==> config.mk <==
export PLATFORM = sky130hd
export DESIGN_NAME = one_wire_bus_master_top
export DESIGN_NICKNAME = d
export VERILOG_FILES = /design/src/owbm_pkg.sv /design/src/owbm_cfg_regs.sv /design/src/owbm_core.sv /design/src/one_wire_bus_master_top.sv
export SDC_FILE = /design/constraint.sdc
export NUM_CORES = 1
export LEC_CHECK = 0
export BUFFER_PORTS_ARGS = -buffer_cell sky130_fd_sc_hd__buf_2
export CAP_MARGIN = 10
export CORE_MARGIN = 2
export CORE_UTILIZATION = 35
export CTS_CLUSTER_DIAMETER = 50
export DETAILED_ROUTE_END_ITERATION = 7
export PLACE_DENSITY_LB_ADDON = 0.15
export RECOVER_POWER = 25
export SLEW_MARGIN = 30
export SYNTH_ARGS = -nofsm -noshare
export SYNTH_HDL_FRONTEND = slang
export SYNTH_SLANG_ARGS = --single-unit
export TNS_END_PERCENT = 1
==> constraint.sdc <==
create_clock -name clk -period 4.6 [get_ports clk]
set_input_delay 0.46 -clock clk [delete_from_list [all_inputs] [get_ports clk]]
set_output_delay 0.46 -clock clk [all_outputs]
set_load 0.05 [all_outputs]
==> src/owbm_pkg.sv <==
// Shared types and constants for the one-wire bus master.
`timescale 1ns / 1ps

package owbm_pkg;

    localparam int TIMER_BITS_DEF = 16;
    localparam int CFG_IDX_W      = 3;
    localparam int CFG_DATA_W     = 16;

    // Item function codes
    typedef enum logic [2:0] {
        FN_TICK  = 3'd0,
        FN_RESET = 3'd1,
        FN_WRITE = 3'd2,
        FN_READ  = 3'd3,
        FN_WAIT1 = 3'd4
    } func_t;

    // Configuration register indexes
    typedef enum logic [CFG_IDX_W-1:0] {
        CFG_RESET_LOW    = 3'd0,
        CFG_SLOT_LOW     = 3'd1,
        CFG_WRITE_HOLD   = 3'd2,
        CFG_RECOVERY     = 3'd3,
        CFG_READ_WAIT    = 3'd4,
        CFG_PRES_MIN     = 3'd5,
        CFG_PRES_MAX     = 3'd6,
        CFG_PRES_TIMEOUT = 3'd7
    } cfg_idx_t;

    localparam logic [9:0]  RESET_LOW_RST    = 10'd480;
    localparam logic [3:0]  SLOT_LOW_RST     = 4'd1;
    localparam logic [6:0]  WRITE_HOLD_RST   = 7'd70;
    localparam logic [5:0]  RECOVERY_RST     = 6'd5;
    localparam logic [6:0]  READ_WAIT_RST    = 7'd35;
    localparam logic [9:0]  PRES_MIN_RST     = 10'd60;
    localparam logic [9:0]  PRES_MAX_RST     = 10'd240;
    localparam logic [15:0] PRES_TIMEOUT_RST = 16'hffff;

    localparam logic [15:0] PULSE_MAX = 16'hffff;
    localparam logic [2:0]  LAST_BIT  = 3'd7;

    typedef enum logic [3:0] {
        PH_IDLE     = 4'd0,
        PH_RST_LOW  = 4'd1,
        PH_RST_WAIT = 4'd2,
        PH_RST_MEAS = 4'd3,
        PH_W_LOW    = 4'd4,
        PH_W_HOLD   = 4'd5,
        PH_W_REC    = 4'd6,
        PH_R_LOW    = 4'd7,
        PH_R_SAMP   = 4'd8,
        PH_R_WAIT   = 4'd9
    } phase_t;

    typedef struct packed {
        logic [9:0]  reset_low;
        logic [3:0]  slot_low;
        logic [6:0]  write_hold;
        logic [5:0]  recovery;
        logic [6:0]  read_wait;
        logic [9:0]  pres_min;
        logic [9:0]  pres_max;
        logic [15:0] pres_timeout;
    } cfg_t;

    typedef struct packed {
        logic       drive_low;
        logic       busy;
        logic       done;
        logic [7:0] read_byte;
        logic       presence_ok;
    } res_t;

    typedef struct packed {
        logic presence_flag;
        logic pulse_seen;
    } stat_t;

endpackage

==> src/owbm_cfg_regs.sv <==
// Configuration register file for the one-wire bus master.
`timescale 1ns / 1ps

module owbm_cfg_regs
(
    input  logic                               clk,
    input  logic                               rst_n,
    input  logic                               cfg_valid,
    output logic                               cfg_ready,
    input  logic [owbm_pkg::CFG_IDX_W-1:0]     cfg_index,
    input  logic [owbm_pkg::CFG_DATA_W-1:0]    cfg_data,
    output owbm_pkg::cfg_t                     cfg
);

    owbm_pkg::cfg_t cfg_reg;
    owbm_pkg::cfg_t cfg_next;

    assign cfg_ready = 1'b1;
    assign cfg       = cfg_reg;

    always_comb
    begin
        cfg_next = cfg_reg;
        if (cfg_valid)
        begin
            case (owbm_pkg::cfg_idx_t'(cfg_index))
                owbm_pkg::CFG_RESET_LOW:    cfg_next.reset_low    = cfg_data[9:0];
                owbm_pkg::CFG_SLOT_LOW:     cfg_next.slot_low     = cfg_data[3:0];
                owbm_pkg::CFG_WRITE_HOLD:   cfg_next.write_hold   = cfg_data[6:0];
                owbm_pkg::CFG_RECOVERY:     cfg_next.recovery     = cfg_data[5:0];
                owbm_pkg::CFG_READ_WAIT:    cfg_next.read_wait    = cfg_data[6:0];
                owbm_pkg::CFG_PRES_MIN:     cfg_next.pres_min     = cfg_data[9:0];
                owbm_pkg::CFG_PRES_MAX:     cfg_next.pres_max     = cfg_data[9:0];
                owbm_pkg::CFG_PRES_TIMEOUT: cfg_next.pres_timeout = cfg_data[15:0];
                default:                    cfg_next = cfg_reg;
            endcase
        end
    end

    always_ff @(posedge clk or negedge rst_n)
    begin
        if (!rst_n)
        begin
            cfg_reg.reset_low    <= owbm_pkg::RESET_LOW_RST;
            cfg_reg.slot_low     <= owbm_pkg::SLOT_LOW_RST;
            cfg_reg.write_hold   <= owbm_pkg::WRITE_HOLD_RST;
            cfg_reg.recovery     <= owbm_pkg::RECOVERY_RST;
            cfg_reg.read_wait    <= owbm_pkg::READ_WAIT_RST;
            cfg_reg.pres_min     <= owbm_pkg::PRES_MIN_RST;
            cfg_reg.pres_max     <= owbm_pkg::PRES_MAX_RST;
            cfg_reg.pres_timeout <= owbm_pkg::PRES_TIMEOUT_RST;
        end
        else
        begin
            cfg_reg <= cfg_next;
        end
    end

endmodule

==> src/owbm_core.sv <==
// Bus sequencer: phase machine, slot timer, shift and presence logic.
`timescale 1ns / 1ps

module owbm_core
#(
    parameter int TIMER_BITS = owbm_pkg::TIMER_BITS_DEF
)
(
    input  logic           clk,
    input  logic           rst_n,
    input  logic           step,
    input  logic [2:0]     func,
    input  logic [7:0]     data_byte,
    input  logic           line_level,
    input  owbm_pkg::cfg_t cfg,
    output owbm_pkg::res_t res,
    output owbm_pkg::stat_t stat
);

    localparam int CMP_W = (TIMER_BITS > 16) ? TIMER_BITS : 16;
    localparam logic [TIMER_BITS-1:0] TM_MAX = {TIMER_BITS{1'b1}};

    owbm_pkg::phase_t      phase_reg, phase_next;
    logic [TIMER_BITS-1:0] timer_reg, timer_next;
    logic [2:0]            bit_reg, bit_next;
    logic [7:0]            shift_reg, shift_next;
    logic [15:0]           len_reg, len_next;
    logic                  seen_reg, seen_next;
    logic                  pres_reg, pres_next;
    logic [7:0]            wdata_reg, wdata_next;
    logic                  wmode_reg, wmode_next;
    logic                  done;

    // Interval loads; a zero register counts as one tick
    logic [TIMER_BITS-1:0] ld_rst, ld_slot, ld_hold, ld_rec, ld_rwait;
    logic [TIMER_BITS-1:0] tm_dec, tm_up;
    logic                  tm_last, tm_out, in_window;
    logic [15:0]           lim;

    always_comb
    begin
        ld_rst   = (cfg.reset_low  == '0) ? TIMER_BITS'(1) : TIMER_BITS'(cfg.reset_low);
        ld_slot  = (cfg.slot_low   == '0) ? TIMER_BITS'(1) : TIMER_BITS'(cfg.slot_low);
        ld_hold  = (cfg.write_hold == '0) ? TIMER_BITS'(1) : TIMER_BITS'(cfg.write_hold);
        ld_rec   = (cfg.recovery   == '0) ? TIMER_BITS'(1) : TIMER_BITS'(cfg.recovery);
        ld_rwait = (cfg.read_wait  == '0) ? TIMER_BITS'(1) : TIMER_BITS'(cfg.read_wait);
        lim      = (cfg.pres_timeout == '0) ? 16'd1 : cfg.pres_timeout;
        tm_last  = (timer_reg <= TIMER_BITS'(1));
        tm_dec   = timer_reg - TIMER_BITS'(1);
        tm_up    = (timer_reg == TM_MAX) ? timer_reg : timer_reg + TIMER_BITS'(1);
        tm_out   = (CMP_W'(tm_up) >= CMP_W'(lim)) || (tm_up == TM_MAX);
        in_window = (len_reg >= 16'(cfg.pres_min)) && (len_reg <= 16'(cfg.pres_max));
    end

    // Next state
    always_comb
    begin
        phase_next = phase_reg;
        timer_next = timer_reg;
        bit_next   = bit_reg;
        shift_next = shift_reg;
        len_next   = len_reg;
        seen_next  = seen_reg;
        pres_next  = pres_reg;
        wdata_next = wdata_reg;
        wmode_next = wmode_reg;
        done       = 1'b0;
        if (step)
        begin
            if (phase_reg == owbm_pkg::PH_IDLE)
            begin
                case (owbm_pkg::func_t'(func))
                    owbm_pkg::FN_RESET:
                    begin
                        phase_next = owbm_pkg::PH_RST_LOW;
                        timer_next = ld_rst;
                        seen_next  = 1'b0;
                        len_next   = '0;
                        pres_next  = 1'b0;
                    end
                    owbm_pkg::FN_WRITE:
                    begin
                        phase_next = owbm_pkg::PH_W_LOW;
                        timer_next = ld_slot;
                        wdata_next = data_byte;
                        bit_next   = '0;
                    end
                    owbm_pkg::FN_READ:
                    begin
                        phase_next = owbm_pkg::PH_R_LOW;
                        timer_next = ld_slot;
                        bit_next   = '0;
                        wmode_next = 1'b0;
                        shift_next = '0;
                    end
                    owbm_pkg::FN_WAIT1:
                    begin
                        phase_next = owbm_pkg::PH_R_LOW;
                        timer_next = ld_slot;
                        bit_next   = '0;
                        wmode_next = 1'b1;
                    end
                    default:
                    begin
                        phase_next = owbm_pkg::PH_IDLE;
                    end
                endcase
            end
            else
            begin
                case (phase_reg)
                    owbm_pkg::PH_RST_LOW:
                    begin
                        if (tm_last)
                        begin
                            phase_next = owbm_pkg::PH_RST_WAIT;
                            timer_next = '0;
                        end
                        else
                        begin
                            timer_next = tm_dec;
                        end
                    end
                    owbm_pkg::PH_RST_WAIT:
                    begin
                        timer_next = tm_up;
                        if (!line_level)
                        begin
                            phase_next = owbm_pkg::PH_RST_MEAS;
                            len_next   = 16'd1;
                        end
                        done = tm_out;
                    end
                    owbm_pkg::PH_RST_MEAS:
                    begin
                        timer_next = tm_up;
                        if (line_level)
                        begin
                            seen_next = 1'b1;
                            pres_next = in_window;
                            done      = 1'b1;
                        end
                        else
                        begin
                            if (len_reg != owbm_pkg::PULSE_MAX)
                            begin
                                len_next = len_reg + 16'd1;
                            end
                            done = tm_out;
                        end
                    end
                    owbm_pkg::PH_W_LOW:
                    begin
                        if (tm_last)
                        begin
                            phase_next = owbm_pkg::PH_W_HOLD;
                            timer_next = ld_hold;
                        end
                        else
                        begin
                            timer_next = tm_dec;
                        end
                    end
                    owbm_pkg::PH_W_HOLD:
                    begin
                        if (tm_last)
                        begin
                            phase_next = owbm_pkg::PH_W_REC;
                            timer_next = ld_rec;
                        end
                        else
                        begin
                            timer_next = tm_dec;
                        end
                    end
                    owbm_pkg::PH_W_REC:
                    begin
                        if (tm_last)
                        begin
                            timer_next = '0;
                            if (bit_reg == owbm_pkg::LAST_BIT)
                            begin
                                done = 1'b1;
                            end
                            else
                            begin
                                bit_next   = bit_reg + 3'd1;
                                wdata_next = {1'b0, wdata_reg[7:1]};
                                phase_next = owbm_pkg::PH_W_LOW;
                                timer_next = ld_slot;
                            end
                        end
                        else
                        begin
                            timer_next = tm_dec;
                        end
                    end
                    owbm_pkg::PH_R_LOW:
                    begin
                        if (tm_last)
                        begin
                            timer_next = '0;
                            phase_next = owbm_pkg::PH_R_SAMP;
                        end
                        else
                        begin
                            timer_next = tm_dec;
                        end
                    end
                    owbm_pkg::PH_R_SAMP:
                    begin
                        if (wmode_reg)
                        begin
                            // a slot reading one ends the wait
                            if (line_level)
                            begin
                                bit_next = owbm_pkg::LAST_BIT;
                            end
                        end
                        else
                        begin
                            shift_next = {line_level, shift_reg[7:1]};
                        end
                        phase_next = owbm_pkg::PH_R_WAIT;
                        timer_next = ld_rwait;
                    end
                    owbm_pkg::PH_R_WAIT:
                    begin
                        if (tm_last)
                        begin
                            timer_next = '0;
                            if (bit_reg == owbm_pkg::LAST_BIT)
                            begin
                                done = 1'b1;
                            end
                            else
                            begin
                                if (!wmode_reg)
                                begin
                                    bit_next = bit_reg + 3'd1;
                                end
                                phase_next = owbm_pkg::PH_R_LOW;
                                timer_next = ld_slot;
                            end
                        end
                        else
                        begin
                            timer_next = tm_dec;
                        end
                    end
                    default:
                    begin
                        phase_next = owbm_pkg::PH_IDLE;
                    end
                endcase
                if (done)
                begin
                    phase_next = owbm_pkg::PH_IDLE;
                end
            end
        end
    end

    // Outputs: results from the state after this beat, status from the registers
    always_comb
    begin
        res.drive_low   = 1'b0;
        res.busy        = (phase_next != owbm_pkg::PH_IDLE);
        res.done        = done;
        res.read_byte   = shift_next;
        res.presence_ok = pres_next;
        case (phase_next)
            owbm_pkg::PH_RST_LOW,
            owbm_pkg::PH_W_LOW,
            owbm_pkg::PH_R_LOW:  res.drive_low = 1'b1;
            owbm_pkg::PH_W_HOLD: res.drive_low = ~wdata_next[0];
            default:             res.drive_low = 1'b0;
        endcase
        stat.presence_flag = pres_reg;
        stat.pulse_seen    = seen_reg;
    end

    always_ff @(posedge clk or negedge rst_n)
    begin
        if (!rst_n)
        begin
            phase_reg <= owbm_pkg::PH_IDLE;
            timer_reg <= '0;
            bit_reg   <= '0;
            shift_reg <= '0;
            len_reg   <= '0;
            seen_reg  <= 1'b0;
            pres_reg  <= 1'b0;
            wdata_reg <= '0;
            wmode_reg <= 1'b0;
        end
        else
        begin
            phase_reg <= phase_next;
            timer_reg <= timer_next;
            bit_reg   <= bit_next;
            shift_reg <= shift_next;
            len_reg   <= len_next;
            seen_reg  <= seen_next;
            pres_reg  <= pres_next;
            wdata_reg <= wdata_next;
            wmode_reg <= wmode_next;
        end
    end

endmodule

==> src/one_wire_bus_master_top.sv <==
// Top level of the one-wire bus master: input register, sequencer, result register.
`timescale 1ns / 1ps

// Channel   Handshake            Beat contents
// -------   ------------------   -------------------------------------------------
// in        in_valid / in_stall  func, data_byte, line_level
// out       out_valid/out_stall  drive_low, busy_res, done_res, read_byte,
//                                presence_ok
// cfg       cfg_valid/cfg_ready  cfg_index, cfg_data (always ready)
//
// One beat per clock cycle while the result is not stalled; a beat passes from the
// input register through the sequencer's combinational update into the result
// register. Bus timing is counted in input beats of any function, not clocks.
// Reset puts the sequencer in idle, all flags at zero, and the timing
// registers at their defaults. A stalled result holds both registers; in_stall
// rises only when the input register is full and the result cannot drain.

module one_wire_bus_master_top
#(
    parameter int TIMER_BITS = owbm_pkg::TIMER_BITS_DEF
)
(
    input  logic                            clk,
    input  logic                            rst_n,
    input  logic                            in_valid,
    output logic                            in_stall,
    input  logic [2:0]                      func,
    input  logic [7:0]                      data_byte,
    input  logic                            line_level,
    output logic                            out_valid,
    input  logic                            out_stall,
    output logic                            drive_low,
    output logic                            busy_res,
    output logic                            done_res,
    output logic [7:0]                      read_byte,
    output logic                            presence_ok,
    input  logic                            cfg_valid,
    output logic                            cfg_ready,
    input  logic [owbm_pkg::CFG_IDX_W-1:0]  cfg_index,
    input  logic [owbm_pkg::CFG_DATA_W-1:0] cfg_data
);

    owbm_pkg::cfg_t  cfg;
    owbm_pkg::res_t  res;
    owbm_pkg::stat_t stat;

    logic       in_vld_reg, in_vld_next;
    logic [2:0] func_reg;
    logic [7:0] data_reg;
    logic       level_reg;
    logic       out_vld_reg, out_vld_next;
    owbm_pkg::res_t res_reg;

    logic out_free;
    logic step;
    logic in_take;

    // Result register drains when empty or taken this cycle
    assign out_free = !out_vld_reg || !out_stall;
    assign step     = in_vld_reg && out_free;
    assign in_stall = in_vld_reg && !out_free;
    assign in_take  = in_valid && !in_stall;

    always_comb
    begin
        in_vld_next = in_vld_reg;
        if (in_take)
        begin
            in_vld_next = 1'b1;
        end
        else if (step)
        begin
            in_vld_next = 1'b0;
        end

        out_vld_next = out_vld_reg;
        if (step)
        begin
            out_vld_next = 1'b1;
        end
        else if (!out_stall)
        begin
            out_vld_next = 1'b0;
        end
    end

    owbm_cfg_regs u_cfg
    (
        .clk       (clk),
        .rst_n     (rst_n),
        .cfg_valid (cfg_valid),
        .cfg_ready (cfg_ready),
        .cfg_index (cfg_index),
        .cfg_data  (cfg_data),
        .cfg       (cfg)
    );

    owbm_core #(.TIMER_BITS(TIMER_BITS)) u_core
    (
        .clk        (clk),
        .rst_n      (rst_n),
        .step       (step),
        .func       (func_reg),
        .data_byte  (data_reg),
        .line_level (level_reg),
        .cfg        (cfg),
        .res        (res),
        .stat       (stat)
    );

    always_ff @(posedge clk or negedge rst_n)
    begin
        if (!rst_n)
        begin
            in_vld_reg  <= 1'b0;
            out_vld_reg <= 1'b0;
        end
        else
        begin
            in_vld_reg  <= in_vld_next;
            out_vld_reg <= out_vld_next;
        end
    end

    // Payload registers, no reset
    always_ff @(posedge clk)
    begin
        if (in_take)
        begin
            func_reg  <= func;
            data_reg  <= data_byte;
            level_reg <= line_level;
        end
        if (step)
        begin
            res_reg <= res;
        end
    end

    assign out_valid   = out_vld_reg;
    assign drive_low   = res_reg.drive_low;
    assign busy_res    = res_reg.busy;
    assign done_res    = res_reg.done;
    assign read_byte   = res_reg.read_byte;
    assign presence_ok = res_reg.presence_ok;

    // A good presence verdict is only ever given after a pulse was seen
    a_pres_needs_pulse: assert property (@(posedge clk) disable iff (!rst_n)
        stat.presence_flag |-> stat.pulse_seen)
        else $error("presence flag set without a measured pulse");

    // A finished command never reports busy on the same beat
    a_done_not_busy: assert property (@(posedge clk) disable iff (!rst_n)
        out_valid |-> !(done_res && busy_res))
        else $error("done and busy on one result beat");

    // An idle result never pulls the line low
    a_idle_released: assert property (@(posedge clk) disable iff (!rst_n)
        (out_valid && !busy_res) |-> !drive_low)
        else $error("line driven while idle");

    // A held input beat moves to the result register when it can drain
    a_step_fills_out: assert property (@(posedge clk) disable iff (!rst_n)
        (in_vld_reg && !(out_valid && out_stall)) |=> out_valid)
        else $error("input beat lost between stages");

endmodule
==> flow_summary.ini, run 1 <==
[power]
power_uw = 5480
p_leak_uw = 0.00423
powerDensity_nw_per_um2 = 546
vdd_drop_max_uv = 225

[logic_synthesis]
synth_cell_types = 68
synth_edf_count = 24
syn_avg_cell_area_um2 = 10.0
syn_area_um2 = 8810
synthCells = 878
ys_seq_elements = 153
synth_top_family_by_area = simple AND/OR/NAND/NOR gates
synth_fa_ha_area_share_pct = 5.82
synthXorXnorAreaFrac_pct = 1.99
yosysTopAreaCell = dfrtp_1
netlist.area_leader.share_pct = 26.1
synthSimpleGateAreaFrac_pct = 16.7
yosys_most_used_dff = dfrtp_1
synth_fp_nets = 955
synth_compound_area_share_pct = 14.6
synthTopCellsByArea = dfrtp_1, dfstp_2, mux2_2, edfxtp_1, ha_1
ys_seq_area_share_pct = 45.3
ys_async_sr_fraction_pct = 84.3
synth.area.mux_share_pct = 11.1
yosys_warnings = 0

[clocking]
htree_levels = 4
numCtsBuffers = 17
cts.clk_slew.worst_paths_ns = 0.07
insertion_delay_ns = 0.44
cts_tree = yes
cts_buffer_depth = 2
root_buffer = clkbuf_16
clock_sinks = 153

[placed_design]
place_ws_ns = 0.261
dpl.hpwl_um = 17400
numPortBuffers = 49
place_area_um2 = 9430
place_congestion = 0.860

[route]
vias_per_cell = 5.38
vias = 6824
routedWlPerCell_um = 18.9
drcViolationCount = 0
totalWireLength_um = 24000
ant_nets = 0
drt_pass1_iterations = 4
drt_iter0_drc = 460

[timing]
worst_pin_slew_ns = 2.34
layout_setup_ws_ns = 0.299
hold_viol_final = 0
setup_viol = 0
slew_headroom_pct = -56.2
rsz0062_at_grt = false
tns_ns = 0
timing.fmax_mhz = 232
finalCritPeriodShare_pct = 93.5
min_period_ns = 4.30
slew_viol_final = 43
fin_worst_skew_ns = 0.0178

[worst_setup_path]
r2r_start = u_core.timer_reg[0]
cp_max_fo = 8
required_ns = 4.78
timing.reg2reg.setup_slack_ns = 0.30
cp-endpoint = drive_low
cp-start-kind = register
arrival_ns = 4.48
rr_endpoint = drive_low
end_kind = register
worstSetupPathType = register to register
reg2reg_depth = 15
worstSetupStartpoint = u_core.timer_reg[0]

[global_route]
grt_pass1_wl_um = 39000
gr-usage-all-layers_pct = 19.1
antenna_found_initial = 0
overflow = 0
grt_pass1_vias = 6805
grt_max_degree = 57

[cells_and_area]
layout-drive-gt1-share_pct = 23.7
n_antenna_cell = 0
final_cell_mix = dfrtp_1, nand2_1, mux2_2, nor2_1, o21ai_0
utilization_pct = 40.2
stdcell_area_um2 = 10000
area_growth_pct = 13.8
largest_reg_flops = 70
final_net_count = 1003
final_common_cell = dfrtp_1

[flow_run]
cap_violations = 1

[floorplanning]
rows = 58
design.core.area_um2 = 25000
initial_core_util_pct = 35.3
die_x_um = 163
die_area_um2 = 26500
pin_count = 51
die_h_um = 163

[hold_path]
hp-class = input pin to register
min_from = data_byte[2]

[status]
status = finished with violations
violations = capacitance limit, slew limit
==> kinds of logic after synthesis <==
logic type	after synthesis
buf+inv	92
other cells	1
compound gates	196
flops	153
simple gates	286
mux	89
fa+ha+maj	41
xor+xnor	20
==> worst min path at each step <==
stage	end	slack (ns)	cells past startpoint
detailed placement	u_core.timer_reg[7]	0.41	1
global route	data_reg[7]	0.18	1
finish	data_reg[2]	0.20	1
floorplan	in_vld_reg	0.16	0
global placement	u_core.timer_reg[7]	0.41	1
CTS	data_reg[2]	0.18	1
==> through the flow <==
stage / hold WS (ns) / instances
5_1_grt: 0.177 / 1269
6_report: 0.202 / 1269
2_1_floorplan: 0.164 / 878
3_3_place_gp: 0.411 / 1235
3_5_place_dp: 0.411 / 1235
4_1_cts: 0.180 / 1268
==> cells in the mapped netlist (10+ instances only) <==
library cell	count
dfrtp_1	92
nand2_1	76
mux2_2	73
nor2_1	66
o21ai_0	65
inv_1	49
ha_1	41
a21oi_1	39
dfstp_2	37
nor3_1	29
clkbuf_1	25
edfxtp_1	24
nand3_1	20
mux2i_1	16
nor4_1	15
xnor2_1	13
nand4_1	12
a21o_1	10
a22oi_1	10
buf_2	10
nand2b_1	10
==> critical path, stage by stage, from the launching register on <==
cell and delay (ns):
dfrtp_1 0.48, ha_1 0.29, nand4_2 0.28, nor4_4 0.45
nor3b_1 0.12, xor2_1 0.26, ha_1 0.29, a21o_1 0.18
a21oi_1 0.20, nand2_1 0.07, a31o_2 0.21, a211oi_1 0.22
buf_4 0.16, o211ai_2 0.12, o31a_2 0.38, o311a_1 0.33
==> per-layer routing <==
layer,GRT usage [%],vias to the layer above,part of all wire (%)
met5,0,-,0
li1,-,3301,-
met2,30.9,132,48
met4,5.47,0,1.5
met1,26.4,3369,48
met3,3.46,22,3.2
==> where the power goes <==
| part | switching (uW) | internal [uW] | total [uW] |
|---|---|---|---|
| Combinational | 1180 | 791 | 1970 |
| Clock | 629 | 817 | 1450 |
| Sequential | 349 | 1710 | 2060 |
==> layout make-up <==
| type | instances | area [um^2] |
|---|---|---|
| fill | 2512 | 14900 |
| multi-input combinational | 633 | 4440 |
| sequential | 153 | 4000 |
| clock buffer | 19 | 433 |
| tap | 330 | 413 |
| timing repair buffer | 71 | 397 |
| inverter | 50 | 188 |
| clock inverter | 13 | 160 |
==> what timing repair did <==
action | CTS | global route
buffers inserted | 0 | 0
setup endpoints to repair | 0 | 1
hold buffers | 1 | 0
resized for setup | 0 | 1
endpoints found under the hold margin | 27 | 0
Power figures use the tool's default switching activity.
==> run 2: changes to the inputs <==
CORE_UTILIZATION = 30   (was 35)
REMOVE_ABC_BUFFERS = 1   (was unset)
==> run 2 against run 1 <==
  * The flow still finishes with violations (capacitance limit, slew limit)
  * Clock skew down 0.0030 ns
  * Maximum frequency up 2.1%
  * Flip-flop and latch count unchanged
  * Die area up 16%
  * Largest cell class unchanged
  * Largest power group unchanged
==> flow_summary.ini, run 2 (synthesized netlist as in run 1, its figures left out) <==
[route]
routedWlPerCell_um = 18.8
totalWireLength_um = 24900
drt_iter0_drc = 498
ant_nets = 0
vias = 6867
drcViolationCount = 0
vias_per_cell = 5.18
drt_pass1_iterations = 4

[floorplanning]
rows = 62
die_h_um = 175
die_x_um = 175
initial_core_util_pct = 30.6
design.core.area_um2 = 28800
pin_count = 51
die_area_um2 = 30800

[worst_setup_path]
crit_chain = ha_1 > nand4_2 > nor4_4 > nor3b_1 > xor2_1 > ha_1 > a21o_1 > a21oi_1 > nand2_1 > a31o_2 > a211oi_2 > o211ai_2 > o31a_2 > o311a_1
arrival_ns = 4.39
critical_path.top_delay_family = compound AO/OA/AOI/OAI gates
worstSetupPathType = register to register
cp-start-kind = register
reg2reg_depth = 14
critical_path.max_stage_delay_ns = 0.49
crit_buf_inv = 0
cp_common_cell = ha_1
slowest_stage = dfrtp_1
rr_endpoint = drive_low
required_ns = 4.78
cp_max_fo = 8
timing.reg2reg.setup_slack_ns = 0.39
r2r_start = u_core.timer_reg[0]
end_kind = register

[power]
internal-power_uw = 3310
p_sw_uw = 2200
power_uw = 5500
clkPwrFrac_pct = 26.2
p_leak_uw = 0.00426
power_frac_comb_pct = 36.6
vdd_drop_max_uv = 263
powerDensity_nw_per_um2 = 543
seq_power_share_pct = 37.2
swShare_pct = 39.9

[cells_and_area]
largest_reg_flops = 70
layout-drive-gt1-share_pct = 24.7
ff_latch_area_um2 = 4000
n_antenna_cell = 0
area_growth_pct = 14.9
multiInputGateArea_um2 = 4450
fin_cells = 1326
final_common_cell = dfrtp_1
fillCellCount = 2960
stdcell_area_um2 = 10100
final_net_count = 1006
final_cell_mix = dfrtp_1, nand2_1, mux2_2, nor2_1, o21ai_0

[hold_path]
min_from = data_byte[4]
whs_path_depth = 1
min_to = data_reg[4]
hp-class = input pin to register

[flow_run]
cap_violations = 2

[clocking]
cts.clk_slew.worst_paths_ns = 0.07
cts_buffer_depth = 2
cts_tree = yes
post_cts_buffers = 0
numCtsBuffers = 17
htree_levels = 4
clock_sinks = 153
insertion_delay_ns = 0.44
root_buffer = clkbuf_16

[timing]
layout_setup_ws_ns = 0.389
tns_ns = 0
rsz0062_at_grt = false
timing.fmax_mhz = 237
slew_headroom_pct = -17.4
fin_worst_skew_ns = 0.0148
worst_pin_slew_ns = 1.76
hold_viol_final = 0
setup_viol = 0
min_period_ns = 4.21
finalCritPeriodShare_pct = 91.6
slew_viol_final = 92

[global_route]
grt_pass1_vias = 6878
gr-usage-all-layers_pct = 17.0
grt_max_degree = 90
grt_pass1_wl_um = 40300
antenna_found_initial = 0
overflow = 0

[placed_design]
place_congestion = 0.855
place_area_um2 = 9520
dp_cells = 1291
numPortBuffers = 49
place_ws_ns = 0.209
dpl.hpwl_um = 18200

[status]
status = finished with violations
violations = capacitance limit, slew limit
## run 2: changes by cell type in the layout (fill, tap and decap cells not counted), sizes merged
cell      delta
inv          +2
bufinv       -1
buf          +5
clkbuf       -3
clkinv       +2
clkinvlp     -2
## run 2: area by class of cell
cell class / instances / share of cell area (%)
well taps: 384 / 4.74
inverters: 50 / 1.85
clock inverters: 14 / 1.50
multi-input cells: 633 / 43.9
clock buffers: 18 / 4.34
flip-flops and latches: 153 / 39.5
repair buffers: 74 / 4.20
## run 2: worst max-delay path by stage
| stage | startpoint | endpoint | slack [ns] | depth (start not counted) |
|---|---|---|---|---|
| 2_1_floorplan | u_core.timer_reg[5] | drive_low | 0.86 | 11 |
| 3_3_place_gp | u_core.timer_reg[0] | drive_low | 0.35 | 13 |
| 3_5_place_dp | u_core.timer_reg[0] | drive_low | 0.21 | 15 |
| 4_1_cts | u_core.timer_reg[0] | drive_low | 0.21 | 15 |
| 5_1_grt | u_core.timer_reg[0] | drive_low | 0.01 | 14 |
| 6_report | u_core.timer_reg[0] | drive_low | 0.39 | 14 |
## run 2: power by group through the flow
stage	Sequential, uW	Combinational [uW]	Clock [uW]
after global placement	2070	2010	0
after CTS	2050	2010	1490
after floorplan	2030	1310	0
final	2050	2010	1440
after detailed placement	2070	2000	0
after global routing	2100	2250	1540
## run 2: metal layers
metal / vias to the layer above / global-route usage [%] / routed length [um]
met5: - / 0 / 0
met4: 0 / 5.28 / 397
met3: 23 / 2.88 / 857
met2: 125 / 27.5 / 12000
met1: 3405 / 23.3 / 11700
li1: 3314 / - / -
## run 2: through the flow
stage | utilization, % | hold slack, ns
2_1_floorplan | - | 0.164
3_3_place_gp | 33.0 | 0.462
3_5_place_dp | 33.1 | 0.471
4_1_cts | 35.1 | 0.140
5_1_grt | 35.2 | 0.174
6_report | 35.2 | 0.199
## run 2: what timing repair did
item                                   4_1_cts  5_1_grt
resized for setup                            0        2
endpoints found under the hold margin        0       16
setup endpoints to repair                    0        2
hold buffers                                 0        1
==> run 3: changes to the inputs <==
GPL_ROUTABILITY_DRIVEN = 0   (was unset)
SKIP_LAST_GASP = 1   (was unset)
clock period = 4 ns   (was 4.6 ns; I/O delays follow)
==> run 3 against run 2 <==
  * The run still ends with capacitance limit, slew limit left
  * Die area stayed put
  * Critical path depth unchanged
  * Clock power rose by 13%
  * Worst hold slack lost 0.059 ns
  * Worst setup slack got worse by 0.23 ns
  * Sequential power grew 11%
  * Final cell count grew 1.7%
  * Design area up 2.4%
  * Total power grew 18%
  * Non-clock buffer count grew 23
  * Critical path type unchanged
  * Largest power group is now combinational logic
  * Highest routed layer unchanged
==> flow_summary.ini, run 3 (synthesized netlist as in run 1, its figures left out) <==
[timing]
layout_setup_ws_ns = 0.159
timing.fmax_mhz = 260
slew_viol_final = 88
finalCritPeriodShare_pct = 96.0
fin_worst_skew_ns = 0.0144
worst_pin_slew_ns = 2.22
hold_viol_final = 0
tns_ns = 0
setup_viol = 0
slew_headroom_pct = -47.9
min_period_ns = 3.84
rsz0062_at_grt = true

[route]
totalWireLength_um = 25200
vias = 6942
drt_iter0_drc = 432
drcViolationCount = 0
drt_pass1_iterations = 5
ant_nets = 0
vias_per_cell = 5.15
routedWlPerCell_um = 18.7

[worst_setup_path]
crit_buf_inv = 4
critical_path.top_delay_family = simple AND/OR/NAND/NOR gates
timing.reg2reg.setup_slack_ns = 0.16
reg2reg_depth = 14
slowest_stage = or4_1
end_kind = register
arrival_ns = 4.01
worstSetupPathType = register to register
cp-start-kind = register
cp_max_fo = 5
r2r_start = u_core.timer_reg[1]
rr_endpoint = busy_res
required_ns = 4.17
critical_path.max_stage_delay_ns = 0.46
crit_chain = inv_1 > or3_1 > buf_4 > o31a_1 > or2_2 > ha_1 > nand4_1 > a211oi_2 > a211oi_1 > buf_4 > o211ai_4 > o31ai_2 > buf_4 > or4_1
cp_common_cell = buf_4

[cells_and_area]
layout-drive-gt1-share_pct = 27.9
area_growth_pct = 17.7
n_antenna_cell = 0
largest_reg_flops = 70
final_cell_mix = dfrtp_1, nand2_1, mux2_2, nor2_1, o21ai_0
final_net_count = 1029
final_common_cell = dfrtp_1
stdcell_area_um2 = 10400
utilization_pct = 36.0

[power]
p_leak_uw = 0.00440
power_uw = 6490
powerDensity_nw_per_um2 = 626
vdd_drop_max_uv = 298

[clocking]
cts.clk_slew.worst_paths_ns = 0.07
cts_buffer_depth = 2
root_buffer = clkbuf_16
clock_sinks = 153
numCtsBuffers = 17
insertion_delay_ns = 0.44
cts_tree = yes
htree_levels = 4

[hold_path]
whs_path_depth = 1
min_to = data_reg[1]
hp-class = input pin to register
min_from = data_byte[1]

[global_route]
gr-usage-all-layers_pct = 16.9
grt_max_degree = 88
grt_pass1_wl_um = 40200
overflow = 0
antenna_found_initial = 0
grt_pass1_vias = 6916

[floorplanning]
die_h_um = 175
rows = 62
die_area_um2 = 30800
pin_count = 51
die_x_um = 175
initial_core_util_pct = 30.6
design.core.area_um2 = 28800

[placed_design]
place_ws_ns = 0.0607
place_area_um2 = 9720
numPortBuffers = 49
dpl.hpwl_um = 18700

[status]
violations = capacitance limit, slew limit
status = finished with violations

[flow_run]
cap_violations = 1
## run 3: final cells by class
cell class / count / area, um^2
clock buffer: 18 / 450
clock inverter: 14 / 141
sequential: 153 / 4000
inverter: 50 / 188
multi-input combinational: 633 / 4490
timing repair buffer: 97 / 624
tap: 384 / 480
fill: 2918 / 18400
## run 3: power by group
group          internal [uW]  switching [uW]  total, uW  leakage, uW
clock                    870             764       1630     0.000294
sequential              1970             298       2270      0.00179
combinational           1040            1540       2580      0.00231
## run 3: repair_timing
item	4_1_cts	5_1_grt
hold buffers	0	0
buffers inserted	0	0
resized for setup	0	12
endpoints found under the setup margin	0	2
## run 3: worst max path at each step
| stage | depth (start not counted) | end | slack (ns) | from |
|---|---|---|---|---|
| final | 14 | busy_res | 0.16 | u_core.timer_reg[1] |
| after detailed placement | 16 | drive_low | 0.06 | u_core.timer_reg[1] |
| after global routing | 14 | busy_res | -0.04 | u_core.timer_reg[1] |
| after CTS | 16 | busy_res | 0.05 | u_core.timer_reg[1] |
| after global placement | 16 | busy_res | 0.1 | u_core.timer_reg[1] |
| after floorplan | 11 | drive_low | 0.26 | u_core.timer_reg[5] |
## run 3: worst reg2reg max path: stages, from the launching register on
cell and delay, ns:
dfrtp_1 0.43, inv_1 0.10, or3_1 0.44, buf_4 0.18, o31a_1 0.29, or2_2 0.34, ha_1 0.31, nand4_1 0.13
a211oi_2 0.18, a211oi_1 0.09, buf_4 0.15, o211ai_4 0.19, o31ai_2 0.13, buf_4 0.16, or4_1 0.46
## run 3: routing by layer
metal / track usage [%] / vias up / part of all wire [%] / wire, um
li1: - / 3374 / - / -
met1: 22.5 / 3409 / 47 / 11800
met3: 3.25 / 31 / 3.4 / 865
met5: 0 / - / 0 / 0
met4: 4.93 / 0 / 1.7 / 430
met2: 28.1 / 128 / 48 / 12200
## run 3: through the flow
stage	cells	hold WS, ns
after floorplan	836	0.104
after global placement	1316	0.462
after detailed placement	1316	0.471
after CTS	1348	0.0740
after global routing	1349	0.119
final	1349	0.140
